`src/hw/rtl/utf8_to_ucs2_stream_decoder_top_assert.svh`:
```
// Assertion macros shared by the decoder modules.
// Each check runs on the rising edge of clk and is held off during reset.
`ifndef UTF8_TO_UCS2_STREAM_DECODER_TOP_ASSERT_SVH
`define UTF8_TO_UCS2_STREAM_DECODER_TOP_ASSERT_SVH

// Same-cycle implication.
`define U8D_ASSERT_NOW(lbl, ante, cons, msg) \
  lbl: assert property (@(posedge clk) disable iff (rst) (ante) |-> (cons)) \
    else $error(msg);

// Next-cycle implication.
`define U8D_ASSERT_NEXT(lbl, ante, cons, msg) \
  lbl: assert property (@(posedge clk) disable iff (rst) (ante) |=> (cons)) \
    else $error(msg);

`endif

```
`src/hw/rtl/utf8dec_pkg.sv`:
```
package utf8dec_pkg;

  // Decoder modes
  typedef enum logic [2:0] {
    MODE_IDLE      = 3'd0,
    MODE_NEED_ONE  = 3'd1,
    MODE_NEED_TWO  = 3'd2,
    MODE_NEED_LAST = 3'd3,
    MODE_SKIP      = 3'd4
  } mode_t;

  // One result item
  typedef struct packed {
    logic [15:0] code_unit;
    logic        last;
    logic [15:0] unit_count;
  } result_t;

  localparam int MAX_RESULTS = 3;

  // Results produced by one accepted byte
  typedef struct packed {
    logic [1:0]                   n;
    result_t [MAX_RESULTS-1:0]    res;
  } push_t;

  localparam logic [15:0] BAD_UNIT       = 16'h003F;
  localparam logic [15:0] LIMIT_RESET    = 16'd255;
  localparam int          FIFO_ADDR_W_DEF = 3;

  // Saturating increment of the unit counter
  function automatic logic [15:0] sat_inc(input logic [15:0] v);
    sat_inc = (v == 16'hFFFF) ? v : v + 16'd1;
  endfunction

endpackage

```
`src/hw/rtl/utf8_to_ucs2_stream_decoder_top.sv`:
```
// UTF-8 to UCS-2 stream decoder.
// Input channel (in_valid/in_ready/in_byte): one UTF-8 byte per request; a
// zero byte ends the string. Output channel (out_valid/out_ready): one UCS-2
// unit per request in code_unit; the string closes with a zero unit that has
// last set and unit_count holding the number of units before it.
// Config channel (cfg_valid/cfg_ready/cfg_data): writes unit_limit, reset
// value 255; cfg_ready is always high. Write it only while the block is idle.
// A byte's results are registered into the queue when it is accepted.
// Throughput: one byte per cycle while in_ready is high; each byte gives
// zero to three results, the output side drains one result per cycle while
// out_ready is high, so the sustained rate is bounded by results per byte.
// Results sit in a small queue of 2**FIFO_ADDR_W entries; in_ready is high
// while at least three entries are free, so a receiver stall backs up into
// the queue and then holds off input. Nothing is lost or repeated.
// Reset (rst, synchronous) empties the queue, returns the decoder to idle
// with a zero unit count and restores the limit to 255.
module utf8_to_ucs2_stream_decoder_top #(
  parameter int FIFO_ADDR_W = utf8dec_pkg::FIFO_ADDR_W_DEF
) (
  input  logic        clk,
  input  logic        rst,
  input  logic        in_valid,
  output logic        in_ready,
  input  logic [7:0]  in_byte,
  output logic        out_valid,
  input  logic        out_ready,
  output logic [15:0] code_unit,
  output logic        last,
  output logic [15:0] unit_count,
  input  logic        cfg_valid,
  output logic        cfg_ready,
  input  logic [15:0] cfg_data
);

  utf8dec_pkg::push_t push;
  logic               accept;

  assign cfg_ready = 1'b1;
  assign accept    = in_valid && in_ready;

  // Decoder state and result generation
  utf8dec_core u_core (
    .clk      (clk),
    .rst      (rst),
    .accept   (accept),
    .in_byte  (in_byte),
    .cfg_we   (cfg_valid && cfg_ready),
    .cfg_data (cfg_data),
    .push     (push)
  );

  // Result queue
  utf8dec_fifo #(
    .ADDR_W (FIFO_ADDR_W)
  ) u_fifo (
    .clk        (clk),
    .rst        (rst),
    .push       (push),
    .space      (in_ready),
    .out_valid  (out_valid),
    .out_ready  (out_ready),
    .code_unit  (code_unit),
    .last       (last),
    .unit_count (unit_count)
  );

endmodule

```
`src/hw/rtl/utf8dec_core.sv`:
```
module utf8dec_core (
  input  logic                clk,
  input  logic                rst,
  input  logic                accept,
  input  logic [7:0]          in_byte,
  input  logic                cfg_we,
  input  logic [15:0]         cfg_data,
  output utf8dec_pkg::push_t  push
);

  `include "utf8_to_ucs2_stream_decoder_top_assert.svh"

  utf8dec_pkg::mode_t decode_mode, decode_mode_next;
  logic [15:0] partial_value, partial_value_next;
  logic [7:0]  held_byte, held_byte_next;
  logic [15:0] units_emitted, units_emitted_next;
  logic [15:0] unit_limit;

  // Limit register
  always_ff @(posedge clk) begin
    if (rst) begin
      unit_limit <= utf8dec_pkg::LIMIT_RESET;
    end else if (cfg_we) begin
      unit_limit <= cfg_data;
    end
  end

  // Decode one byte against the current state
  always_comb begin
    logic [1:0] cnt;
    logic       do_start;
    logic       do_close;
    cnt                = 2'd0;
    do_start           = 1'b0;
    do_close           = 1'b0;
    decode_mode_next   = decode_mode;
    partial_value_next = partial_value;
    held_byte_next     = held_byte;
    units_emitted_next = units_emitted;
    push               = '0;

    case (decode_mode)
      utf8dec_pkg::MODE_NEED_ONE: begin
        if (in_byte == 8'h00) begin
          push.res[cnt].code_unit = utf8dec_pkg::BAD_UNIT;
          cnt = cnt + 2'd1;
          units_emitted_next = utf8dec_pkg::sat_inc(units_emitted_next);
          do_close = 1'b1;
        end else begin
          push.res[cnt].code_unit = partial_value | {10'b0, in_byte[5:0]};
          cnt = cnt + 2'd1;
          units_emitted_next = utf8dec_pkg::sat_inc(units_emitted_next);
          decode_mode_next = utf8dec_pkg::MODE_IDLE;
        end
      end
      utf8dec_pkg::MODE_NEED_TWO: begin
        if (in_byte == 8'h00) begin
          push.res[cnt].code_unit = utf8dec_pkg::BAD_UNIT;
          cnt = cnt + 2'd1;
          units_emitted_next = utf8dec_pkg::sat_inc(units_emitted_next);
          do_close = 1'b1;
        end else begin
          held_byte_next   = in_byte;
          decode_mode_next = utf8dec_pkg::MODE_NEED_LAST;
        end
      end
      utf8dec_pkg::MODE_NEED_LAST: begin
        if (in_byte != 8'h00) begin
          push.res[cnt].code_unit = partial_value | {4'b0, held_byte[5:0], 6'b0}
                                    | {10'b0, in_byte[5:0]};
          cnt = cnt + 2'd1;
          units_emitted_next = utf8dec_pkg::sat_inc(units_emitted_next);
          decode_mode_next = utf8dec_pkg::MODE_IDLE;
        end else begin
          push.res[cnt].code_unit = utf8dec_pkg::BAD_UNIT;
          cnt = cnt + 2'd1;
          units_emitted_next = utf8dec_pkg::sat_inc(units_emitted_next);
          // held byte was not a continuation: below the limit, decode it again
          if (held_byte[7:6] != 2'b10 && units_emitted_next < unit_limit) begin
            push.res[cnt].code_unit = held_byte[7] ? utf8dec_pkg::BAD_UNIT
                                                   : {8'b0, held_byte};
            cnt = cnt + 2'd1;
            units_emitted_next = utf8dec_pkg::sat_inc(units_emitted_next);
          end
          do_close = 1'b1;
        end
      end
      utf8dec_pkg::MODE_SKIP: begin
        if (in_byte == 8'h00) begin
          do_close = 1'b1;
        end else if (in_byte[7:6] != 2'b10) begin
          do_start = 1'b1;
        end
      end
      default: begin
        if (in_byte == 8'h00) begin
          do_close = 1'b1;
        end else begin
          do_start = 1'b1;
        end
      end
    endcase

    // New character
    if (do_start) begin
      decode_mode_next = utf8dec_pkg::MODE_IDLE;
      if (units_emitted_next < unit_limit) begin
        if (in_byte inside {[8'h01:8'h7F]}) begin
          push.res[cnt].code_unit = {8'b0, in_byte};
          cnt = cnt + 2'd1;
          units_emitted_next = utf8dec_pkg::sat_inc(units_emitted_next);
        end else if (in_byte[7:5] == 3'b110) begin
          partial_value_next = {5'b0, in_byte[4:0], 6'b0};
          decode_mode_next   = utf8dec_pkg::MODE_NEED_ONE;
        end else if (in_byte[7:4] == 4'b1110) begin
          partial_value_next = {in_byte[3:0], 12'b0};
          decode_mode_next   = utf8dec_pkg::MODE_NEED_TWO;
        end else begin
          push.res[cnt].code_unit = utf8dec_pkg::BAD_UNIT;
          cnt = cnt + 2'd1;
          units_emitted_next = utf8dec_pkg::sat_inc(units_emitted_next);
          decode_mode_next = utf8dec_pkg::MODE_SKIP;
        end
      end
    end

    // Terminator closes the string
    if (do_close) begin
      push.res[cnt].code_unit  = 16'h0000;
      push.res[cnt].last       = 1'b1;
      push.res[cnt].unit_count = units_emitted_next;
      cnt = cnt + 2'd1;
      units_emitted_next = 16'h0000;
      decode_mode_next   = utf8dec_pkg::MODE_IDLE;
      partial_value_next = 16'h0000;
      held_byte_next     = 8'h00;
    end

    push.n = accept ? cnt : 2'd0;
  end

  // State registers
  always_ff @(posedge clk) begin
    if (rst) begin
      decode_mode   <= utf8dec_pkg::MODE_IDLE;
      partial_value <= 16'h0000;
      held_byte     <= 8'h00;
      units_emitted <= 16'h0000;
    end else if (accept) begin
      decode_mode   <= decode_mode_next;
      partial_value <= partial_value_next;
      held_byte     <= held_byte_next;
      units_emitted <= units_emitted_next;
    end
  end

  // A zero byte always leaves the decoder idle with a cleared count
  `U8D_ASSERT_NEXT(a_close_idle, accept && in_byte == 8'h00,
    decode_mode == utf8dec_pkg::MODE_IDLE && units_emitted == 16'h0000,
    "decoder not idle after terminator")

  // Nothing is pushed without an accepted byte
  `U8D_ASSERT_NOW(a_push_on_accept, !accept, push.n == 2'd0,
    "results pushed without an accepted byte")

  // A new character in idle gives at most one unit
  `U8D_ASSERT_NOW(a_idle_single,
    accept && decode_mode == utf8dec_pkg::MODE_IDLE && in_byte != 8'h00,
    push.n <= 2'd1,
    "more than one unit from a byte taken in idle")

endmodule

```
`src/hw/rtl/utf8dec_fifo.sv`:
```
module utf8dec_fifo #(
  parameter int ADDR_W = utf8dec_pkg::FIFO_ADDR_W_DEF
) (
  input  logic               clk,
  input  logic               rst,
  input  utf8dec_pkg::push_t push,
  output logic               space,
  output logic               out_valid,
  input  logic               out_ready,
  output logic [15:0]        code_unit,
  output logic               last,
  output logic [15:0]        unit_count
);

  `include "utf8_to_ucs2_stream_decoder_top_assert.svh"

  localparam int DEPTH = 1 << ADDR_W;

  utf8dec_pkg::result_t        mem [DEPTH];
  logic [ADDR_W-1:0]           wr_ptr;
  logic [ADDR_W-1:0]           rd_ptr;
  logic [ADDR_W:0]             count;
  logic                        pop;

  assign pop       = out_valid && out_ready;
  assign out_valid = (count != '0);
  // room for the worst-case burst of one byte
  assign space     = (count <= (ADDR_W + 1)'(DEPTH - utf8dec_pkg::MAX_RESULTS));

  // Result storage, up to three writes per cycle
  always_ff @(posedge clk) begin
    for (int i = 0; i < utf8dec_pkg::MAX_RESULTS; i++) begin
      if (2'(i) < push.n) begin
        mem[wr_ptr + ADDR_W'(i)] <= push.res[i];
      end
    end
  end

  // Pointers and fill level
  always_ff @(posedge clk) begin
    if (rst) begin
      wr_ptr <= '0;
      rd_ptr <= '0;
      count  <= '0;
    end else begin
      wr_ptr <= wr_ptr + ADDR_W'(push.n);
      if (pop) begin
        rd_ptr <= rd_ptr + ADDR_W'(1);
      end
      count <= count + (ADDR_W + 1)'(push.n) - (ADDR_W + 1)'(pop);
    end
  end

  // Head of the queue
  assign code_unit  = mem[rd_ptr].code_unit;
  assign last       = mem[rd_ptr].last;
  assign unit_count = mem[rd_ptr].unit_count;

  `U8D_ASSERT_NOW(a_no_overflow, 1'b1, count <= (ADDR_W + 1)'(DEPTH),
    "result queue overflow")
  `U8D_ASSERT_NOW(a_push_has_room, push.n != 2'd0, space,
    "results pushed without room")
  `U8D_ASSERT_NEXT(a_grow, push.n != 2'd0 && !pop, count > $past(count),
    "fill level did not grow on push")

endmodule
```
`config.mk`:
```
export PLATFORM = sky130hd
export DESIGN_NAME = utf8_to_ucs2_stream_decoder_top
export DESIGN_NICKNAME = d
export VERILOG_FILES = /design/src/hw/rtl/utf8dec_pkg.sv /design/src/hw/rtl/utf8_to_ucs2_stream_decoder_top.sv /design/src/hw/rtl/utf8dec_core.sv /design/src/hw/rtl/utf8dec_fifo.sv
export VERILOG_INCLUDE_DIRS = /design/src /design/src/hw/rtl
export SDC_FILE = /design/constraint.sdc
export NUM_CORES = 1
export LEC_CHECK = 0
export BUFFER_PORTS_ARGS = -buffer_cell sky130_fd_sc_hd__buf_2
export CAP_MARGIN = 20
export CELL_PAD_IN_SITES_DETAIL_PLACEMENT = 0
export CELL_PAD_IN_SITES_GLOBAL_PLACEMENT = 1
export CORE_UTILIZATION = 46
export CTS_CLUSTER_SIZE = 24
export DETAILED_ROUTE_END_ITERATION = 8
export PLACE_DENSITY = 0.79
export SETUP_SLACK_MARGIN = 0.2
export SLEW_MARGIN = 20
export SYNTH_ARGS = -nofsm -noshare
export SYNTH_HDL_FRONTEND = slang
export SYNTH_SLANG_ARGS = --single-unit
```
`constraint.sdc`:
```
create_clock -name clk -period 11.1 [get_ports clk]
set_clock_uncertainty 0.15 [all_clocks]
set_input_delay 2.775 -clock clk [delete_from_list [all_inputs] [get_ports clk]]
set_output_delay 2.775 -clock clk [all_outputs]
set_load 0.03 [all_outputs]
```
# Yosys cells after proc, flatten, opt, wreduce, memory -nomap -nowiden
# Memories as Yosys holds them, arrays and structs flattened. A register that Yosys moved wholly into a read port is not among the register bits.
# Index checks and enable logic that the tools add are counted.
# classes
div_mod_pow	0
magnitude_cmp	12
mul	0
n_eq_ne	16
n_shift	0
n_reduce_logical	18
n_mux	85
addsub	11
n_bitwise	3
# op_table
operator	n
99-bit 2-to-1 mux	6
99-bit bitwise mux	5
16-bit 2-to-1 mux	24
33-bit demux with 2-bit select	4
16-bit one-hot mux with 3 select lines	2
33-bit 2-to-1 mux	2
16-bit by 1-bit adder with 16-bit output (second input constant)	3
16-bit equality test (second input constant)	3
3-bit 2-to-1 mux	11
16-bit less-than comparator	2
16-bit by 6-bit bitwise OR with 16-bit output	2
8-bit 2-to-1 mux	3
2-bit 2-to-1 mux	9
17-bit 2-to-1 mux	1
16-bit by 12-bit bitwise OR with 16-bit output	1
1-bit 2-to-1 mux	13
5-bit AND reduction	2
3-bit one-hot mux with 3 select lines	1
8-bit by 1-bit >= comparator with 1-bit output (second input constant)	1
8-bit by 7-bit <= comparator with 1-bit output (second input constant)	1
8-bit logical NOT	1
4-bit != test (second input constant)	2
8-bit nonzero test	1
7-bit 2-to-1 mux	1
28 further kinds	44
# word_totals
rom_bits	0
memories	1
in_bits	29
mem_bits_rw	264
latch_bits	0
regBits	69
# mem_list
memory	depth	width	rd	rd_ports_with_merged_regs	wr	line_no	text
u_fifo.mem	8	33	1	1	3	utf8dec_fifo.sv:19	utf8dec_pkg::result_t mem [DEPTH];

# Logic depth before layout (Yosys ltp)
# logic_depth
depth_word	21
mapped_depth	39
mapped_depth_nobuf	34

# Cells and area by module
# A second synthesis with hierarchy kept.
# unflattened
hier_cells	2845
hier_area_um2	24827.6
# by_module_without_submodules
mod	cells_each	area_each_um2	seq_area_each_um2	instances
utf8dec_fifo	1930	18501.5	8187.9	1
utf8dec_core	912	6308.6	1041.0	1
utf8_to_ucs2_stream_decoder_top	3	17.5	0.0	1

# Worst setup path after synthesis
# No wires, ideal clock.
# synth_timing
kind	input -> register
startpoint	input port in_byte[0]
endpoint	memory u_fifo.mem[2][0] (netlist name) (enable)
arrival_ps	10179
setup_time_ps	473
stages	22
n_path_buf	2
path_slack_ps	297
required_time_ps	10477
cell_sequence	buf_2 nor4_2 nand2_1 nor2_1 o2111a_1 buf_2 nand3_1 or3_1 a31oi_1 inv_1 ha_1 a21oi_1 o21bai_1 o311ai_0 o2111ai_1 nor2_1 a21oi_1 ha_1 nor3_1 a21oi_1 o32a_1 o31ai_1
# synth_lines
element	line_no	text
start, declared	utf8_to_ucs2_stream_decoder_top.sv:24	input logic [7:0] in_byte,
end, declared	utf8dec_fifo.sv:19	

==> run metrics <==
TritonRoute pass-1 iters 7; via count 14600; CP top delay family compound AO/OA/AOI/OAI gates; Yosys reg bits 329; Net Sw Power 1.11 mW; async set-or-reset flop fraction in the synthesized netlist 0%; Crit Path Class flop to flop; hold_sp u_core.partial_value[9]; number of buffers and inverters on the critical path 2; crit-path most repeated cell ha_1; layout cell share with drive strength beyond 1 19.6%; CTS Root Cell clkbuf_16; Layout Utilization 52.2%; minimum clock period 10.21 ns; Routed WL per cell 25.2 um; number of diodes 0; Combinational Power Share 24.7%; largest stage delay on the critical path 0.79 ns; Starting Density 46.9%; post-CTS setup buffer count 0; Max Slew Vio Count 0; hold path cells 2; largest net degree at the start of global routing 70; worst skew pair latency 0.56 ns; vias in the first global route 14200; H-tree lvl count 2; Worst-path clk slew 0.06 ns; worst path required time 11.14 ns; worst vdd ir 0.100 mV; port bufs 63; Final Hold Fails 0; # clock sinks 329; Total Routed Length 58100 um; maximum clock rate 0.0979 GHz; Nets 1822; ys flop type edfxtp_1; fin crit share 92.0%; Slew @ Worst Pin 1.16 ns; reg2reg start u_core.units_emitted[0]; grt ovf 0; number of synthesized flops with an enable pin 264; GPL Wtd Cong 0.989; Final Setup Violations 0; Die ar. 0.0427 mm^2; Sw Ratio 30.4%; met1 GRT Util 38.2%; failing checks design-rule violations; part of the power in registers 40.8%; number of routed nets with antenna violations 0; P_int 2.54 mW; die width 207 um; global-route wire length before repair 88100 um; slew margin rel. 22.1%; Area growth syn-to-layout 11.4%; worst r2r dst u_fifo.mem[4][29]; post-synthesis cell type count 98; PwrDens 170 mW/mm^2; status finished, violations left; filler cell count 3619; Detail Placement HPWL 40500 um; Crit. End Element flop; R2R setup slack 0.89 ns; core box area 0.0411 mm^2; GRT Util Overall 27.8%; Iteration-0 DRC Markers 1457; RSZ-0062 raised after global routing false; YS warnings 0; DP Worst Slack 0.664 ns; FP Rows 74; Hold Path Class flop to flop; Hold Path Sink u_core.partial_value[9]; busiest grt layer met2; crit path launch u_core.units_emitted[0]; clock share of power 34.6%; PnR worst setup slack 0.890 ns; Slowest-stage cell, CP dfxtp_1; Residual DRC 3; Lkg Pwr 7.88 nW; TritonCTS buffer count 36; R2R depth 28; met3 Usage GRT 3.97%; startpoint types flop; CP arrival 10.25 ns; initial antenna violation count 0; max_cap viols 0; PostCTS Resize Cnt 0; Cell Area, Synth 0.0193 mm^2; met2 global-route usage 44.8%; Die Span Y 207 um; via/cell ratio 6.33; CTS Hold Bufs 0; Bufs on Longest Clock Path 3; sequential-to-total area share from yosys stat 47.9%; synthesized area per cell 11.2 um^2; I/O pin cnt 65; worst-path fanout max 24; CTS tree built; Syn Inst Count 1719; setup_tns 0 ns; Critical Path Stages 28; syn_nets 1799
cells by family (layout without fill, tap and decap cells):
family | after synthesis | in the layout | synth area share [%]
other | 1 | 1 | 0.0195
AND/OR/NAND/NOR | 598 | 598 | 15.9
multiplexers | 238 | 238 | 16.9
AO/OA/AOI/OAI | 296 | 296 | 10.9
flip-flops | 329 | 329 | 47.9
buffers and inverters | 186 | 237 | 3.94
adder cells (fa/ha/maj) | 51 | 51 | 3.39
XOR/XNOR | 20 | 20 | 1.06
area by class of cell:
cell class / instances / area [um^2] / share of cell area, %
Tap cell: 532 / 666 / 3.10
Sequential cell: 329 / 9240 / 43.0
Multi-Input combinational cell: 1204 / 9400 / 43.8
Clock buffer: 42 / 966 / 4.50
Clock inverter: 24 / 289 / 1.35
Timing Repair Buffer: 110 / 693 / 3.23
Inverter: 61 / 229 / 1.07
routing by layer:
metal / share of wire [%] / vias to the layer above / routed length (um)
met1: 42 / 7235 / 24600
met3: 7.5 / 121 / 4370
met5: 0 / - / 0
li1: - / 6554 / -
met2: 47 / 661 / 27200
met4: 3.3 / 0 / 1910
layout by cell type, fill, tap and decap left out, types with 12 or more instances in the layout:
| cell type | netlist | final |
|---|---|---|
| edfxtp_1 | 264 | 264 |
| nor2_1 | 221 | 220 |
| nand2_1 | 127 | 126 |
| mux2i_1 | 130 | 124 |
| mux4_2 | 66 | 66 |
| buf_2 | 18 | 63 |
| dfxtp_1 | 65 | 62 |
| a21oi_1 | 60 | 60 |
| inv_1 | 56 | 56 |
| and3_1 | 55 | 55 |
| ha_1 | 49 | 49 |
| buf_4 | 8 | 45 |
| nand3_1 | 44 | 44 |
| mux2_2 | 41 | 41 |
| clkbuf_16 | 0 | 38 |
| o21ai_0 | 41 | 37 |
| o21ai_1 | 26 | 26 |
| nor3_1 | 23 | 22 |
| o211ai_1 | 20 | 20 |
| nor2b_1 | 17 | 17 |
| nand4_1 | 15 | 15 |
| nor4_1 | 14 | 14 |
| a31oi_1 | 14 | 14 |
| or3_1 | 12 | 12 |
worst min-delay path, delay by kind of cell, from the launching register on:
family | cells | cell delay, ns
AO/OA/AOI/OAI | 1 | 0.05
AND/OR/NAND/NOR | 1 | 0.05
flip-flops | 1 | 0.31
power groups by stage:
| stage | clock network [mW] | logic [mW] | registers [mW] |
|---|---|---|---|
| 2_1_floorplan | 0 | 0.695 | 1.46 |
| 3_3_place_gp | 0 | 0.896 | 1.51 |
| 3_5_place_dp | 0 | 0.902 | 1.52 |
| 4_1_cts | 1.28 | 0.907 | 1.49 |
| 5_1_grt | 1.33 | 0.970 | 1.50 |
| 6_report | 1.26 | 0.902 | 1.49 |
how the worst max path moves through the flow:
stage	to	slack, ns
6_report	u_fifo.mem[4][29]	0.89
5_1_grt	u_fifo.mem[4][29]	0.34
4_1_cts	u_fifo.mem[4][29]	1.02
3_5_place_dp	u_fifo.mem[4][8]	0.66
3_3_place_gp	u_fifo.mem[4][8]	0.86
2_1_floorplan	u_fifo.mem[2][0]	0.30
Yosys cell counts (15+ instances only):
cell type,number,area (um^2)
nor3_1,23,115
nand2_1,127,477
nand3_1,44,220
nand4_1,15,93.8
and3_1,55,344
nor2b_1,17,106
buf_1,17,63.8
nor2_1,221,830
o211ai_1,20,150
edfxtp_1,264,7930
buf_2,18,90.1
o21ai_0,41,205
a21oi_1,60,300
mux2i_1,130,1300
ha_1,49,613
mux4_2,66,1490
o21ai_1,26,130
inv_1,56,210
clkbuf_1,81,304
mux2_2,41,462
dfxtp_1,65,1300
through the flow:
stage	hold WS [ns]	power, mW	cell area [um^2]	cells
floorplan	0.282	2.15	19300	1719
detailed placement	0.295	2.42	20200	2236
global route	0.320	3.81	21500	2302
CTS	0.304	3.68	21500	2302
global placement	0.293	2.41	20200	2236
finish	0.302	3.66	21500	2302
flip-flops by register name, indices dropped and copies added, names as in the netlist, named ones only:
name,flops
u_fifo.mem,264
u_core.unit_limit,16
u_core.units_emitted,16
u_core.partial_value,9
u_core.held_byte,8
u_fifo.count,4
u_core.decode_mode,3
u_fifo.rd_ptr,3
u_fifo.wr_ptr,3
Note: power is estimated with default switching activity, not from simulation.
